`src/rtl/core/rrq_pkg.sv`:
```
// ----------------------------------------------------------------------------
// rrq_pkg
// Shared types and codes of the round-robin ready queue.
// ----------------------------------------------------------------------------
package rrq_pkg;

  localparam int ID_BITS   = 8;
  localparam int OCC_BITS  = 5;
  localparam int MODE_BITS = 2;

  localparam logic [MODE_BITS-1:0] MODE_ADD     = 2'd0;
  localparam logic [MODE_BITS-1:0] MODE_PUTBACK = 2'd1;
  localparam logic [MODE_BITS-1:0] MODE_TAKE    = 2'd2;

  typedef struct packed {
    logic [MODE_BITS-1:0] mode;
    logic [ID_BITS-1:0]   task_id;
  } req_t;

  typedef struct packed {
    logic                task_valid;
    logic [ID_BITS-1:0]  next_task;
    logic                insert_dropped;
    logic [OCC_BITS-1:0] occupancy;
  } rsp_t;

endpackage

```
`src/rtl/core/rrq_store.sv`:
```
// ----------------------------------------------------------------------------
// rrq_store
// Linked-entry store: task id memory and next-link memory, one write and
// one registered read per memory each cycle.
// ----------------------------------------------------------------------------
module rrq_store #(
  parameter int DEPTH = 16,
  parameter int AW    = 4,
  parameter int PW    = 5
) (
  input  logic                       clk,
  input  logic [AW-1:0]              rd_addr,
  output logic [PW-1:0]              link_rd_data,
  output logic [rrq_pkg::ID_BITS-1:0] task_rd_data,
  input  logic                       link_wr_en,
  input  logic [AW-1:0]              link_wr_addr,
  input  logic [PW-1:0]              link_wr_data,
  input  logic                       task_wr_en,
  input  logic [AW-1:0]              task_wr_addr,
  input  logic [rrq_pkg::ID_BITS-1:0] task_wr_data
);
  import rrq_pkg::*;

  logic [PW-1:0]      link_mem [DEPTH];
  logic [ID_BITS-1:0] task_mem [DEPTH];

  always_ff @(posedge clk) begin
    if (link_wr_en) begin
      link_mem[link_wr_addr] <= link_wr_data;
    end
    link_rd_data <= link_mem[rd_addr];
  end

  always_ff @(posedge clk) begin
    if (task_wr_en) begin
      task_mem[task_wr_addr] <= task_wr_data;
    end
    task_rd_data <= task_mem[rd_addr];
  end

endmodule

```
`src/rtl/core/round_robin_three_list_queue_core.sv`:
```
// ----------------------------------------------------------------------------
// round_robin_three_list_queue_core
// Round-robin ready queue: pending, round and active FIFO lists of task ids
// in one shared linked-entry store with a free list.
// ----------------------------------------------------------------------------
//
//   channel | handshake              | payload | one transaction
//   --------+------------------------+---------+--------------------------------
//   req     | req_valid / req_stall  | req_t   | add, put back or take
//   rsp     | rsp_valid / rsp_stall  | rsp_t   | one result per request
//
// Each request has an accept and an execute cycle: the accept cycle issues the
// store read (and the splice link write on a take), the execute cycle writes
// back link and id and updates the list pointers. The registered store read
// sets that split. The response is registered; a new request is taken while
// the response is being taken, not while it stalls. Reset is synchronous: a
// fill mark tracks entries never handed out, so no clearing pass is needed.
//
module round_robin_three_list_queue_core #(
  parameter int ENTRIES = 16
) (
  input  logic          clk,
  input  logic          rst,
  input  logic          req_valid,
  output logic          req_stall,
  input  rrq_pkg::req_t req,
  output logic          rsp_valid,
  input  logic          rsp_stall,
  output rrq_pkg::rsp_t rsp
);
  import rrq_pkg::*;

  localparam int PW = $clog2(ENTRIES + 1);
  localparam int AW = $clog2(ENTRIES);
  // null link: one past the last entry
  localparam logic [PW-1:0] NIL = PW'(ENTRIES);

  localparam logic ST_IDLE = 1'b0;
  localparam logic ST_EXEC = 1'b1;

  logic state;

  // transaction held between accept and execute
  logic [MODE_BITS-1:0] op;
  logic                 nop;
  logic [PW-1:0]        ent;
  logic [ID_BITS-1:0]   ins_id;
  logic                 was_fresh;
  logic                 fwd;
  logic [PW-1:0]        fwd_link;

  // list heads and tails, free list, fill mark, count
  logic [PW-1:0] pend_head, pend_tail;
  logic [PW-1:0] rnd_head, rnd_tail;
  logic [PW-1:0] act_head, act_tail;
  logic [PW-1:0] free_head;
  logic [PW-1:0] fresh;
  logic [PW-1:0] held_count;
  logic [PW-1:0] count_next;

  logic          accept;
  logic          is_insert;
  logic          act_empty, pend_any, round_any;
  logic [PW-1:0] take_head, take_tail;
  logic          splice, splice_wr;
  logic [PW-1:0] rd_ptr;

  logic          exec_ins, exec_take;
  logic          ins_round;
  logic [PW-1:0] ins_tail;
  logic [PW-1:0] take_next;

  logic               link_wr_en;
  logic [PW-1:0]      link_wr_ptr;
  logic [PW-1:0]      link_wr_data;
  logic [PW-1:0]      link_rd_data;
  logic [ID_BITS-1:0] task_rd_data;

  // Hold off requests in reset, during execute, and while a result stalls.
  assign req_stall = rst || (state == ST_EXEC) || (rsp_valid && rsp_stall);
  assign accept    = req_valid && !req_stall;
  assign is_insert = (req.mode == MODE_ADD) || (req.mode == MODE_PUTBACK);

  // Take: with active empty, round becomes active and pending follows it.
  assign act_empty = (act_head == NIL);
  assign pend_any  = (pend_head != NIL);
  assign round_any = (rnd_head != NIL);
  assign take_head = act_empty ? (round_any ? rnd_head : pend_head) : act_head;
  assign take_tail = pend_any ? pend_tail : rnd_tail;
  assign splice    = act_empty && round_any && pend_any;
  // A one-entry round list gets its splice link forwarded instead: that
  // entry is freed in execute and its link is rewritten anyway.
  assign splice_wr = splice && (rnd_head != rnd_tail);
  assign rd_ptr    = (req.mode == MODE_TAKE) ? take_head : free_head;

  // Execute side.
  assign exec_ins  = (state == ST_EXEC) && !nop && ((op == MODE_ADD) || (op == MODE_PUTBACK));
  assign exec_take = (state == ST_EXEC) && !nop && (op == MODE_TAKE);
  assign ins_round = (op == MODE_PUTBACK);
  assign ins_tail  = ins_round ? rnd_tail : pend_tail;
  // A tail's link is never trusted: end of list is found by comparing to tail.
  assign take_next = (ent == act_tail) ? NIL : (fwd ? fwd_link : link_rd_data);

  always_comb begin
    count_next = held_count;
    if (exec_ins) begin
      count_next = held_count + PW'(1);
    end else if (exec_take) begin
      count_next = held_count - PW'(1);
    end
  end

  // One link write per cycle: splice at accept, append or free at execute.
  always_comb begin
    link_wr_en   = 1'b0;
    link_wr_ptr  = rnd_tail;
    link_wr_data = pend_head;
    if (accept && (req.mode == MODE_TAKE) && splice_wr) begin
      link_wr_en = 1'b1;
    end else if (exec_ins && (ins_tail != NIL)) begin
      link_wr_en   = 1'b1;
      link_wr_ptr  = ins_tail;
      link_wr_data = ent;
    end else if (exec_take) begin
      link_wr_en   = 1'b1;
      link_wr_ptr  = ent;
      link_wr_data = free_head;
    end
  end

  rrq_store #(
    .DEPTH (ENTRIES),
    .AW    (AW),
    .PW    (PW)
  ) u_store (
    .clk          (clk),
    .rd_addr      (rd_ptr[AW-1:0]),
    .link_rd_data (link_rd_data),
    .task_rd_data (task_rd_data),
    .link_wr_en   (link_wr_en),
    .link_wr_addr (link_wr_ptr[AW-1:0]),
    .link_wr_data (link_wr_data),
    .task_wr_en   (exec_ins),
    .task_wr_addr (ent[AW-1:0]),
    .task_wr_data (ins_id)
  );

  // Control state and list pointers.
  always_ff @(posedge clk) begin
    if (rst) begin
      state      <= ST_IDLE;
      rsp_valid  <= 1'b0;
      pend_head  <= NIL;
      pend_tail  <= NIL;
      rnd_head   <= NIL;
      rnd_tail   <= NIL;
      act_head   <= NIL;
      act_tail   <= NIL;
      free_head  <= '0;
      fresh      <= '0;
      held_count <= '0;
    end else begin
      if (rsp_valid && !rsp_stall) begin
        rsp_valid <= 1'b0;
      end
      case (state)
        ST_IDLE: begin
          if (accept) begin
            state <= ST_EXEC;
            if ((req.mode == MODE_TAKE) && act_empty) begin
              act_head  <= take_head;
              act_tail  <= take_tail;
              rnd_head  <= NIL;
              rnd_tail  <= NIL;
              pend_head <= NIL;
              pend_tail <= NIL;
            end
          end
        end
        ST_EXEC: begin
          state      <= ST_IDLE;
          rsp_valid  <= 1'b1;
          held_count <= count_next;
          if (exec_ins) begin
            if (ins_round) begin
              if (rnd_tail == NIL) begin
                rnd_head <= ent;
              end
              rnd_tail <= ent;
            end else begin
              if (pend_tail == NIL) begin
                pend_head <= ent;
              end
              pend_tail <= ent;
            end
            // Untouched entries chain to the next index by construction.
            if (was_fresh) begin
              free_head <= fresh + PW'(1);
              fresh     <= fresh + PW'(1);
            end else begin
              free_head <= link_rd_data;
            end
          end
          if (exec_take) begin
            act_head <= take_next;
            if (ent == act_tail) begin
              act_tail <= NIL;
            end
            free_head <= ent;
          end
        end
        default: begin
          state <= ST_IDLE;
        end
      endcase
    end
  end

  // Transaction payload captured at accept.
  always_ff @(posedge clk) begin
    if (accept) begin
      op        <= req.mode;
      ins_id    <= req.task_id;
      ent       <= is_insert ? free_head : take_head;
      was_fresh <= (free_head == fresh);
      fwd       <= splice && (rnd_head == rnd_tail);
      fwd_link  <= pend_head;
      if (is_insert) begin
        nop <= (free_head == NIL);
      end else if (req.mode == MODE_TAKE) begin
        nop <= (take_head == NIL);
      end else begin
        nop <= 1'b1;
      end
    end
  end

  // Result register.
  always_ff @(posedge clk) begin
    if (state == ST_EXEC) begin
      rsp.task_valid     <= exec_take;
      rsp.next_task      <= exec_take ? task_rd_data : '0;
      rsp.insert_dropped <= nop && ((op == MODE_ADD) || (op == MODE_PUTBACK));
      rsp.occupancy      <= OCC_BITS'(count_next);
    end
  end

endmodule

```
`config.mk`:
```
export PLATFORM = sky130hd
export DESIGN_NAME = round_robin_three_list_queue_core
export DESIGN_NICKNAME = d
export VERILOG_FILES = /design/src/rtl/core/rrq_pkg.sv /design/src/rtl/core/rrq_store.sv /design/src/rtl/core/round_robin_three_list_queue_core.sv
export SDC_FILE = /design/constraint.sdc
export NUM_CORES = 1
export LEC_CHECK = 0
export BUFFER_PORTS_ARGS = -buffer_cell sky130_fd_sc_hd__buf_2
export CAP_MARGIN = 20
export CELL_PAD_IN_SITES_DETAIL_PLACEMENT = 0
export CELL_PAD_IN_SITES_GLOBAL_PLACEMENT = 1
export CORE_AREA = 2 2 151 153
export CTS_CLUSTER_SIZE = 14
export DETAILED_ROUTE_END_ITERATION = 7
export DIE_AREA = 0 0 153 155
export MAX_ROUTING_LAYER = met4
export PLACE_DENSITY = 0.9
export SLEW_MARGIN = 20
export SYNTH_ARGS = -nofsm -noshare
export SYNTH_HDL_FRONTEND = slang
export SYNTH_HIERARCHICAL = 1
export SYNTH_SLANG_ARGS = --single-unit
```
`constraint.sdc`:
```
create_clock -name clk -period 9 [get_ports clk]
set_input_delay 0.9 -clock clk [delete_from_list [all_inputs] [get_ports clk]]
set_output_delay 0.9 -clock clk [all_outputs]
set_load 0.005 [all_outputs]
```
-- Word-level counts from Yosys, hierarchy flattened
Memories as Yosys holds them, arrays and structs flattened. A register that Yosys moved wholly into a read port is not among the register bits.
Index checks and enable logic that the tools add are counted.
- ROM bits: 0
- bits in latches: 0
- register bits after elaboration: 85
- bits of input ports: 14
- bits in writable memories: 208
- memories: 2
- order comparisons: 0
- div/mod/pow operators: 0
- bitwise gates (word level): 1
- equality and inequality tests: 25
- add/sub/neg operators: 3
- multipliers: 0
- reductions and logical operators: 34
- muxes and demuxes: 57
- shift-type cells: 0
- memory list (name ; depth ; width ; rd ports ; clocked after memory_dff ; write ports ; line ; source):
    u_store.task_mem ; 16 ; 8 ; 1 ; 1 ; 1 ; rrq_store.sv:25 ; logic [ID_BITS-1:0] task_mem [DEPTH];
    u_store.link_mem ; 16 ; 5 ; 1 ; 1 ; 1 ; rrq_store.sv:24 ; logic [PW-1:0] link_mem [DEPTH];
- operators with widths (kind ; number):
    2-to-1 mux 5 bit ; 34
    case mux 5 bit (2 select lines) ; 6
    equality test 5 bit, second input constant ; 5
    2-to-1 mux 4 bit ; 4
    equality test 5 bit ; 3
    logical AND 1 bit ; 15
    inequality test 5 bit, second input constant ; 3
    2-to-1 mux 1 bit ; 12
    inequality test 2 x 1 -> 1 bit, second input constant ; 6
    AND reduction 4 bit ; 3
    adder 5 x 1 -> 5 bit, second input constant ; 2
    AND reduction 5 bit ; 2
    inequality test 2 bit, second input constant ; 3
    AND reduction 3 bit ; 2
    inequality test 5 bit ; 1
    subtractor 5 x 1 -> 5 bit, second input constant ; 1
    equality test 2 x 1 -> 1 bit, second input constant ; 2
    equality test 2 bit, second input constant ; 2
    zero test 2 bit ; 2
    logical OR 1 bit ; 4
    nonzero test 2 bit ; 2
    zero test 1 bit ; 3
    case mux 1 bit (2 select lines) ; 1
    AND reduction 2 bit ; 1
    NOT 1 bit ; 1

-- Longest topological paths before layout
Gate-level depths: netlist (run 1).
- depth in word-level cells: 9
- gate-level depth with buffers: 10
- depth with buffers taken out: 8

-- By module
Netlist (run 1), hierarchy kept.
- modules (own cells, without submodules) (module ; cells an instance ; instances ; sequential area each (um2) ; area each (um2)):
    rrq_store ; 378 ; 1 ; 6506.2 ; 8353.0
    round_robin_three_list_queue_core ; 400 ; 1 ; 2082.0 ; 4090.2

-- Worst setup path before layout (run 1)
No wires, ideal clock.
- path type: register -> register
- start: register state
- end: memory u_store.link_mem[0][0], enable pin
- required time: 8626 ps
- path slack: 5548 ps
- stages on the path, launching flop included: 11
- arrival: 3078 ps
- library setup time: 374 ps
- cells stage by stage: dfxtp_1 -> buf_4 -> or3b_2 -> clkbuf_1 -> clkinv_1 -> o211a_1 -> clkbuf_1 -> nor2_1 -> o31ai_1 -> or3b_2 -> nor3_1
- longest elaborated chain between the ends: 9
- elaborated cells on any way between the ends: 18
- classes of those cells: mux: 8; reduce/logical: 10
- RTL lines (element ; line ; source):
    start: declaration ; round_robin_three_list_queue_core.sv:41 ; logic state;
    start signal: assignment ; round_robin_three_list_queue_core.sv:151 ; state <= ST_IDLE;
    start signal: assignment ; round_robin_three_list_queue_core.sv:169 ; state <= ST_EXEC;
    start signal: assignment ; round_robin_three_list_queue_core.sv:181 ; state <= ST_IDLE;
    logical OR 1 bit (2 in a row) ; round_robin_three_list_queue_core.sv:80 ; assign req_stall = rst || (state == ST_EXEC) || (rsp_valid && rsp_stall);
    zero test 1 bit ; round_robin_three_list_queue_core.sv:81 ; assign accept = req_valid && !req_stall;
    logical AND 1 bit ; round_robin_three_list_queue_core.sv:81 ;
    logical AND 1 bit (2 in a row) ; round_robin_three_list_queue_core.sv:118 ; if (accept && (req.mode == MODE_TAKE) && splice_wr) begin
    2-to-1 mux 1 bit * ; round_robin_three_list_queue_core.sv:118 ;
    named net link_wr_en ; round_robin_three_list_queue_core.sv:73 ; logic link_wr_en;
    2-to-1 mux 1 bit * ; rrq_store.sv:28 ; if (link_wr_en) begin
    2-to-1 mux 1 bit (implied by the code) * ; rrq_store.sv:29 ; link_mem[link_wr_addr] <= link_wr_data;
    end: declaration ; rrq_store.sv:24 ;
Mark *: on every way through the listed nets, which the timed path passes. The rest lies on a longest branch.

-- Worst setup path in the final report (run 1)
- start: register act_head[0]
- end: register u_store/task_rd_data[7] (netlist bit) (read register of u_store.task_mem)
- longest elaborated chain between the ends: 3
- RTL lines (element ; line ; source):
    start: declaration ; round_robin_three_list_queue_core.sv:55 ; logic [PW-1:0] act_head, act_tail;
    start signal: assignment ; round_robin_three_list_queue_core.sv:171 ; act_head <= take_head;
    start signal: assignment ; round_robin_three_list_queue_core.sv:205 ; act_head <= take_next;
    equality test 5 bit ; round_robin_three_list_queue_core.sv:85 ; assign act_empty = (act_head == NIL);
    2-to-1 mux 5 bit * ; round_robin_three_list_queue_core.sv:88 ; assign take_head = act_empty ? (round_any ? rnd_head : pend_head) : act_head;
    2-to-1 mux 4 bit * ; round_robin_three_list_queue_core.sv:94 ; assign rd_ptr = (req.mode == MODE_TAKE) ? take_head : free_head;
    named net rd_ptr[0] ; round_robin_three_list_queue_core.sv:66 ; logic [PW-1:0] rd_ptr;
    end: declaration ; rrq_store.sv:14 ; output logic [rrq_pkg::ID_BITS-1:0] task_rd_data,
Marks and branches as above.
A chain may end at the register's enable or synchronous reset.

==> results of run 1 <==
## state kept, by name (all words and copies together), names as in the netlist, 2 cells and up
name / flops
u_store/task_mem: 128
u_store/link_mem: 80
rsp: 15
ins_id: 8
u_store/task_rd_data: 8
act_head: 5
act_tail: 5
ent: 5
free_head: 5
fresh: 5
fwd_link: 5
held_count: 5
pend_head: 5
pend_tail: 5
rnd_head: 5
rnd_tail: 5
u_store/link_rd_data: 5
op: 2
## per-layer routing
| metal | vias to the layer above | GRT usage |
|---|---|---|
| li1 | 3138 | - |
| met1 | 3571 | 0.284 |
| met4 | 0 | 0.0908 |
| met2 | 309 | 0.387 |
| met3 | 78 | 0.0401 |
| met5 | - | - |
## cell usage after synthesis, types with 14 or more instances
master / n
edfxtp_1: 246
nor2_1: 64
dfxtp_1: 60
nand2_1: 43
a22oi_1: 32
mux2i_1: 31
mux4_2: 28
a21oi_1: 24
mux4_1: 24
clkbuf_1: 23
and2_1: 19
o21ai_0: 19
nand3_1: 14
## kinds of logic (layout without fill, tap and decap cells)
logic type,count (synthesis),after routing,synth area share
muxes,84,84,0.127
DFF,306,306,0.690
buffers and inverters,50,117,0.0194
and+or+nand+nor,190,190,0.0743
adders and majority gates,3,3,0.00302
xor gates and xnor gates,24,24,0.0169
other,0,1,0
AOI/OAI and AO/OA,121,121,0.0690
## tightest hold or removal path, cell delays in order (launching register included)
cell	delay [ns]
dfxtp_1	0.32
inv_1	0.06
a32oi_1	0.06
## placed cells by master, fill, tap and decap left out, types with 5 or more instances in the layout
master	n
o21ai_0	17
edfxtp_1	246
bufinv_16	7
dfxtp_1	60
nand2b_1	8
buf_4	16
nand3_1	14
clkbuf_8	7
inv_1	13
clkbuf_1	7
a21oi_1	24
nor2b_1	5
xnor2_1	13
clkbuf_16	31
a22oi_1	32
mux4_1	24
mux2i_1	31
buf_2	30
xor2_1	11
nor2_1	63
and2_1	19
o211a_1	5
nand2_1	43
mux4_2	28
nor3_1	13
## through the flow
| step | utilization | total power, µW |
|---|---|---|
| 3_5_place_dp | 0.581 | 1710 |
| 3_3_place_gp | 0.581 | 1700 |
| 4_1_cts | 0.633 | 3120 |
| 6_report | 0.633 | 3090 |
| 2_1_floorplan | - | 1670 |
| 5_1_grt | 0.633 | 3180 |
## power by group
part           internal (µW)  total, µW  switching, µW
Combinational           48.6        120           71.0
Sequential              1540       1560           21.5
Clock                    891       1410            521
## cell type report
type / count / area [µm²] / share of cell area
Tap cell: 285 / 357 / 0.0253
Sequential cell: 306 / 8590 / 0.611
Timing Repair Buffer: 46 / 270 / 0.0192
Clock buffer: 45 / 898 / 0.0639
Antenna cell: 1 / 2.50 / 0.000178
Clock inverter: 11 / 256 / 0.0182
Multi-Input combinational cell: 422 / 3640 / 0.259
Inverter: 15 / 56.3 / 0.00400
## worst min-delay path by stage
stage,start,slack (ns),to
finish,act_tail[4],0.48,act_tail[4]
global route,req[5],0.48,ins_id[5]
CTS,req[5],0.47,ins_id[5]
detailed placement,act_tail[1],0.47,act_tail[1]
global placement,act_tail[4],0.45,act_tail[4]
floorplan,act_tail[4],0.44,act_tail[4]
==> impl_metrics.toml, run 1 <==
[worst_setup_path]
worst-path-buf-inv = 1
r2r_start = "act_head[0]"
required_ns = 9.46
crit_type = "reg2reg"
regToRegEndpoint = "u_store/task_rd_data[7]"
critical-path-max-stage-delay_ns = 0.79
critPathArrivalTime_ns = 4.71
timing.critical_path.cells = "or4_4 -> nor2_1 -> a21oi_1 -> o21ai_4 -> buf_4 -> mux4_1 -> a22oi_1 -> nand2_1"
reg2regPathDepth = 8
cp_top_family = "compound AO/OA/AOI/OAI gates"
crit_path_start_kind = "register"
end_kind = "register"
endpoint = "u_store/task_rd_data[7]"
cp_slowest_cell = "o21ai_4"
path_depth = 8
worstPathMaxFanout = 32
rrSetupSlack_ns = 4.75
crit_start = "act_head[0]"

[timing]
fmax_mhz = 235
fin_tns_setup_ns = 0
setup_viol = 0
maxSlewHeadroom = 0.334
worstMarginPinSlew_ns = 0.996
final_hold_viol_count = 0
rsz0062_at_grt = "false"
fin_hold_ws_ns = 0.481
period_share = 0.473
finalCriticalPeriod_ns = 4.25
final_max_slew_viol_count = 0
clock_skew_ns = 0.0256
layout_setup_ws_ns = 4.75

[routing]
wl_met3_um = 1920
via_count = 7096
ant_nets = 0
drt-met1-wl_um = 9990
routed-wl-met2_um = 13500
wl_per_cell_um = 23.3
viasPerCell = 6.27
top_layer_used = "met4"
drt_iter0_drc = 666
drt-total-wl_um = 26300
drt_pass1_iterations = 5
drc = 0

[synthesis]
ys_ff_latch = 306
syn_inst = 778
ys_top_cells_by_area = "edfxtp_1 59%, dfxtp_1 9.7%, mux4_1 5.1%"
synth_top_cell_by_area = "edfxtp_1"
syn_area_per_cell_um2 = 16.0
ys_seq_area_frac = 0.690
yosys_warnings = 6
synth_area_um2 = 12400
async_reset_ff_frac = 0
yosysTopAreaCellShare = 0.594
ys.flop_type = "edfxtp_1"
synth_edf_count = 246
synth.net_count = 795
ys_types = 57

[layout]
stdcell_area_um2 = 14100
instances_no_fill = 1131
fillers = 1561
nNetsFinal = 838
area_delta_synth_final_pct = 13.1
drive_gt1_frac = 0.167

[global_route]
grt_pass1_vias = 7198
track_usage = 0.231
grt_pass1_wl_um = 40900
overflow = 0
grt_max_degree = 34
antenna_found_initial = 0

[floorplan]
die-height_um = 155
die_x_um = 153
core-area_um2 = 22200
initial_core_util = 0.560
rows = 55
io_pins = 31
dieArea_um2 = 23700

[clock_network]
cts.sinks = 306
clockRootBuffer = "clkbuf_16"
clk_pin_slew_ns = 0.06
htreeDepth = 1
cts_setup_buffers = 0
post_cts_resized = 0
cts_tree = "built"
holdBufCountCts = 0
cts_buffer_depth = 3
cts_made_buffers = 30
clock_latency_ns = 0.58

[place]
port-buffer-count = 30
gp_congestion = 0.930
dp_hpwl_um = 17000
placed_area_um2 = 12900
dp.cells = 1074
dpl_worst_slack_ns = 4.77

[power_and_ir_drop]
powerDensity_nw_per_um2 = 220
power_leakage_uw = 0.00477
vdd_drop_max_uv = 229

[flow_run]
drv_cap = 0

[status]
status = "finished clean"

[hold_path]
holdPathStages = 2
hold_class = "reg2reg"
No activity file was read; power rests on OpenSTA's default activity.
==> run 2: changes to the inputs <==
ABC_AREA = 1   (was unset)
CORE_AREA = 2 2 170 172   (was 2 2 151 153)
DIE_AREA = 0 0 172 174   (was 0 0 153 155)
PLACE_DENSITY = 0.86   (was 0.9)
clock period = 4.3 ns   (was 9 ns; I/O delays follow)
==> impl_metrics.toml, run 2 <==
[status]
status = "finished clean"

[power_and_ir_drop]
combPwrFrac = 0.081
seq_power_share = 0.509
vdd_drop_max_uv = 291
p_sw_frac = 0.239
p_sw_uw = 1570
power_leakage_uw = 0.00644
powerDensity_nw_per_um2 = 433
p_int_uw = 4990
p_clk_frac = 0.410

[worst_setup_path]
reg2regPathDepth = 15
crit_type = "reg2reg"
worstPathMaxFanout = 104
end_kind = "register"
critPathArrivalTime_ns = 3.53
required_ns = 4.80
crit_path_start_kind = "register"

[floorplan]
die_x_um = 172
dieArea_um2 = 29900
initial_core_util = 0.484
rows = 62
die-height_um = 174
core-area_um2 = 28200
io_pins = 31

[timing]
fmax_mhz = 330
clock_skew_ns = 0.00930
worstMarginPinSlew_ns = 1.13
final_max_slew_viol_count = 0
setup_viol = 0
finalCriticalPeriod_ns = 3.03
final_hold_viol_count = 0
period_share = 0.706
rsz0062_at_grt = "false"
maxSlewHeadroom = 0.247
fin_tns_setup_ns = 0

[clock_network]
clock_latency_ns = 0.56
cts_made_buffers = 31
cts.sinks = 306
cts_setup_buffers = 0
cts_tree = "built"
cts_buffer_depth = 3
holdBufCountCts = 0
post_cts_resized = 0
clockRootBuffer = "clkbuf_16"
htreeDepth = 1
clk_pin_slew_ns = 0.06

[global_route]
grt_pass1_vias = 9023
overflow = 0
grt_pass1_wl_um = 49500
track_usage = 0.221
grt_max_degree = 105
antenna_found_initial = 0

[synthesis]
yosys_warnings = 6
syn_inst = 1448
yosysTopAreaCellShare = 0.541
synth_area_um2 = 13700
ys_types = 39
ys_seq_area_frac = 0.629
synth_edf_count = 246
ys_ff_latch = 306
async_reset_ff_frac = 0
synth_top_cell_by_area = "edfxtp_1"
synthTopCellsByCount = "392 x nand2_1, 246 x edfxtp_1, 231 x inv_1, 185 x nand3_1, 106 x nor2_1"
ys.flop_type = "edfxtp_1"
syn_area_per_cell_um2 = 9.43
yosysMostFrequentCell = "nand2_1"
synth.net_count = 1465
ys_top_cells_by_area = "edfxtp_1 54%, nand2_1 11%, dfxtp_1 8.8%"

[routing]
drt_iter0_drc = 877
drt-total-wl_um = 31800
drt_pass1_iterations = 5
viasPerCell = 5.10
via_count = 9581
wl_per_cell_um = 16.9
ant_nets = 0
drc = 0

[flow_run]
drv_cap = 0

[layout]
layout_commonest_cell = "nand2_1"
nNetsFinal = 1487
top_register = "u_store/task_mem"
reg_top3 = "u_store/task_mem x128, u_store/link_mem x80, rsp x15"
drive_gt1_frac = 0.0863
area_delta_synth_final_pct = 10.7
largest_reg_flops = 128
layout_common_cells = "392 x nand2_1, 246 x edfxtp_1, 231 x inv_1"
diodes = 0
stdcell_area_um2 = 15100

[hold_path]
hold_class = "in2reg"
holdPathStages = 1

[place]
port-buffer-count = 30
dp_hpwl_um = 20200
gp_congestion = 0.903
placed_area_um2 = 14100
[run 2: worst max-delay path, stage by stage, from the launching register on]
cell     delay (ns)
dfxtp_1        0.42
nor2_1         0.14
nand4_1        0.09
nand2_1        0.06
nand2_1        0.07
nand2_1        0.11
nand2_1        0.13
o21ai_4        0.28
inv_4          0.11
buf_4          0.81
nand2_1        0.12
nand2_1        0.10
nand2_1        0.05
nand3_1        0.10
nand3_1        0.17
nand2_1        0.10
[run 2: power by group through the flow]
stage / Combinational (µW) / Clock, µW / Sequential (µW)
after global placement: 521 / 0 / 3400
after floorplan: 380 / 0 / 3370
after CTS: 527 / 2720 / 3340
after global routing: 591 / 2840 / 3340
final: 529 / 2690 / 3340
after detailed placement: 525 / 0 / 3400
[run 2: worst paths after layout]
check | startpoint | to | slack [ns]
min | req[0] | ins_id[0] | 0.04
min reg2reg | pend_head[4] | fwd_link[4] | 0.47
max | rnd_head[0] | u_store/task_rd_data[3] | 1.27
max reg2reg | rnd_head[0] | u_store/task_rd_data[3] | 1.27
[run 2: layer usage]
layer  GRT usage  vias to the layer above  wire length (µm)
li1            -                     4735                 -
met2       0.350                      282             15200
met3      0.0269                       30              2000
met1       0.310                     4534             14200
met4      0.0431                        0               350
met5           -                        -                 0
[run 2: through the flow]
step	setup slack, ns	std cells	util	total power, µW	hold WS [ns]
floorplan	1.80	1448	-	3750	0.430
global placement	1.23	1821	0.500	3920	0.449
detailed placement	1.17	1821	0.500	3920	0.452
CTS	1.27	1879	0.536	6580	0.0327
global route	1.00	1879	0.536	6770	0.0296
finish	1.27	1879	0.536	6550	0.0408
[run 2: logic make-up (layout without fill, tap and decap cells)]
kind of cell	Yosys count	in the layout	synth area share
buf+inv	297	344	0.0905
compound gates	113	113	0.0457
simple gates	709	709	0.218
flops	306	306	0.629
xor+xnor	18	18	0.0126
fa+ha+maj	3	3	0.00275
mux	2	2	0.00147
[run 2: layout make-up]
class	count	area (µm²)
Multi-Input combinational cell	845	3860
Sequential cell	306	8590
Inverter	241	912
Clock buffer	33	783
Fill cell	2510	13100
Clock inverter	25	238
Tap cell	384	480
Timing Repair Buffer	45	263
==> run 3: changes to the inputs <==
CORE_AREA = 2 2 180 182   (was 2 2 170 172)
DIE_AREA = 0 0 182 184   (was 0 0 172 174)
PLACE_DENSITY = 0.81   (was 0.86)
clock period = 2.47 ns   (was 4.3 ns; I/O delays follow)
==> impl_metrics.toml, run 3 (same netlist as run 2, synthesis figures left out) <==
[worst_setup_path]
worstPathMaxFanout = 7
end_kind = "register"
crit_path_start_kind = "register"
critPathArrivalTime_ns = 2.64
required_ns = 2.75
regToRegEndpoint = "u_store/link_mem[2][1]"
crit_start = "op[1]"
crit_type = "reg2reg"
endpoint = "u_store/link_mem[2][1]"
reg2regPathDepth = 14
rrSetupSlack_ns = 0.11
r2r_start = "op[1]"

[timing]
maxSlewHeadroom = 0.559
fmax_mhz = 424
clock_skew_ns = 0.0352
fin_hold_ws_ns = 0.0185
setup_viol = 0
rsz0062_at_grt = "true"
final_hold_viol_count = 0
layout_setup_ws_ns = 0.112
worstMarginPinSlew_ns = 0.661
finalCriticalPeriod_ns = 2.36
final_max_slew_viol_count = 0
period_share = 0.955

[layout]
drive_gt1_frac = 0.137
instances_no_fill = 1976
top_register = "u_store/task_mem"
largest_reg_flops = 128
regArea_um2 = 8590
stdcell_area_um2 = 16000
multiInputGateArea_um2 = 3980
area_delta_synth_final_pct = 16.8
layout_common_cells = "384 x nand2_1, 246 x edfxtp_1, 230 x inv_1"
reg_top3 = "u_store/task_mem x128, u_store/link_mem x80, rsp x15"
fillers = 2809
layout_commonest_cell = "nand2_1"
nNetsFinal = 1567
diodes = 0

[clock_network]
clockRootBuffer = "clkbuf_16"
cts_tree = "built"
cts_made_buffers = 31
htreeDepth = 1
cts.sinks = 306
clk_pin_slew_ns = 0.06
cts_buffer_depth = 3
clock_latency_ns = 0.56

[flow_run]
drv_cap = 0

[power_and_ir_drop]
power_leakage_uw = 0.00687
seq_power_share = 0.508
vdd_drop_max_uv = 535
powerDensity_nw_per_um2 = 714
p_sw_uw = 2720
p_int_uw = 8680
p_total_uw = 11400
p_sw_frac = 0.238
combPwrFrac = 0.093
p_clk_frac = 0.399

[global_route]
track_usage = 0.202
grt_max_degree = 67
overflow = 0
grt_pass1_wl_um = 51100
antenna_found_initial = 0
grt_pass1_vias = 9450

[routing]
drc = 0
drt-total-wl_um = 33000
drt_iter0_drc = 797
via_count = 9979
viasPerCell = 5.05
wl_per_cell_um = 16.7
ant_nets = 0
drt_pass1_iterations = 5

[floorplan]
initial_core_util = 0.435
io_pins = 31
die-height_um = 184
dieArea_um2 = 33500
rows = 65
core-area_um2 = 31400
die_x_um = 182

[place]
dpl_worst_slack_ns = -0.144
dp.cells = 1901
gp_congestion = 0.896
port-buffer-count = 30
placed_area_um2 = 14700
dp_hpwl_um = 21300

[hold_path]
min_from = "req_valid"
hold_class = "in2reg"

[status]
status = "finished clean"
-- run 3: cell count changes in the layout (fill, tap and decap cells not counted), moves of 8 or more --
cell           change
buf_4             +62
clkinv_2          -11
dlygate4sd3_1     +10
nor2_1            -14
o21ai_0            -9
nor2_2             +9
nand2_1            -8
-- run 3: worst min-delay path by stage --
| stage | end | slack, ns | depth (start not counted) |
|---|---|---|---|
| after detailed placement | ins_id[2] | 0.43 | 1 |
| after global placement | ins_id[4] | 0.42 | 1 |
| final | state | 0.02 | 3 |
| after CTS | state | 0.006 | 3 |
| after global routing | state | 0.02 | 3 |
| after floorplan | ins_id[0] | 0.35 | 0 |
-- run 3: layer usage --
metal / vias to the layer above / GRT usage / wire, µm
met2: 309 / 0.330 / 16000
met4: 0 / 0.0606 / 743
met5: - / - / 0
met3: 66 / 0.0271 / 2060
li1: 4897 / - / -
met1: 4707 / 0.266 / 14300
-- run 3: cell type report --
class                   count  share of cell area
well taps                 402              0.0315
clock inverters            20              0.0112
multi-input cells         845               0.250
flip-flops and latches    306               0.538
repair buffers            125              0.0612
inverters                 241              0.0576
clock buffers              37              0.0507
-- run 3: stage by stage --
stage | TNS [ns] | utilization
finish | 0 | 0.508
global route | -1.03 | 0.508
CTS | 0 | 0.502
detailed placement | -3.15 | 0.467
global placement | 0 | 0.467
floorplan | -1.70 | -
-- run 3: timing repair --
action                     4_1_cts  5_1_grt
gates resized for setup          8       42
setup buffers                    2        5
pin swaps                        1        7
gates cloned                     0        1
hold buffers                    10        0
hold endpoints to repair        10        0
setup endpoints to repair       64       92
-- run 3: power groups by stage --
stage | clock, µW | sequential [µW] | combinational [µW]
2_1_floorplan | 0 | 5860 | 662
3_3_place_gp | 0 | 5890 | 999
3_5_place_dp | 0 | 5900 | 1010
4_1_cts | 4620 | 5790 | 1030
5_1_grt | 4820 | 5800 | 1180
6_report | 4540 | 5790 | 1060
-- run 3: worst max-delay path, cell delays in order, from the launching register on --
cell	delay, ns
edfxtp_1	0.40
inv_2	0.09
buf_4	0.13
nand3_1	0.13
nand2_1	0.10
nand4_1	0.12
nand2_2	0.17
buf_4	0.13
inv_1	0.04
nand2_1	0.06
nand2_2	0.07
inv_1	0.11
nand3_2	0.18
nor2_1	0.18
buf_4	0.16
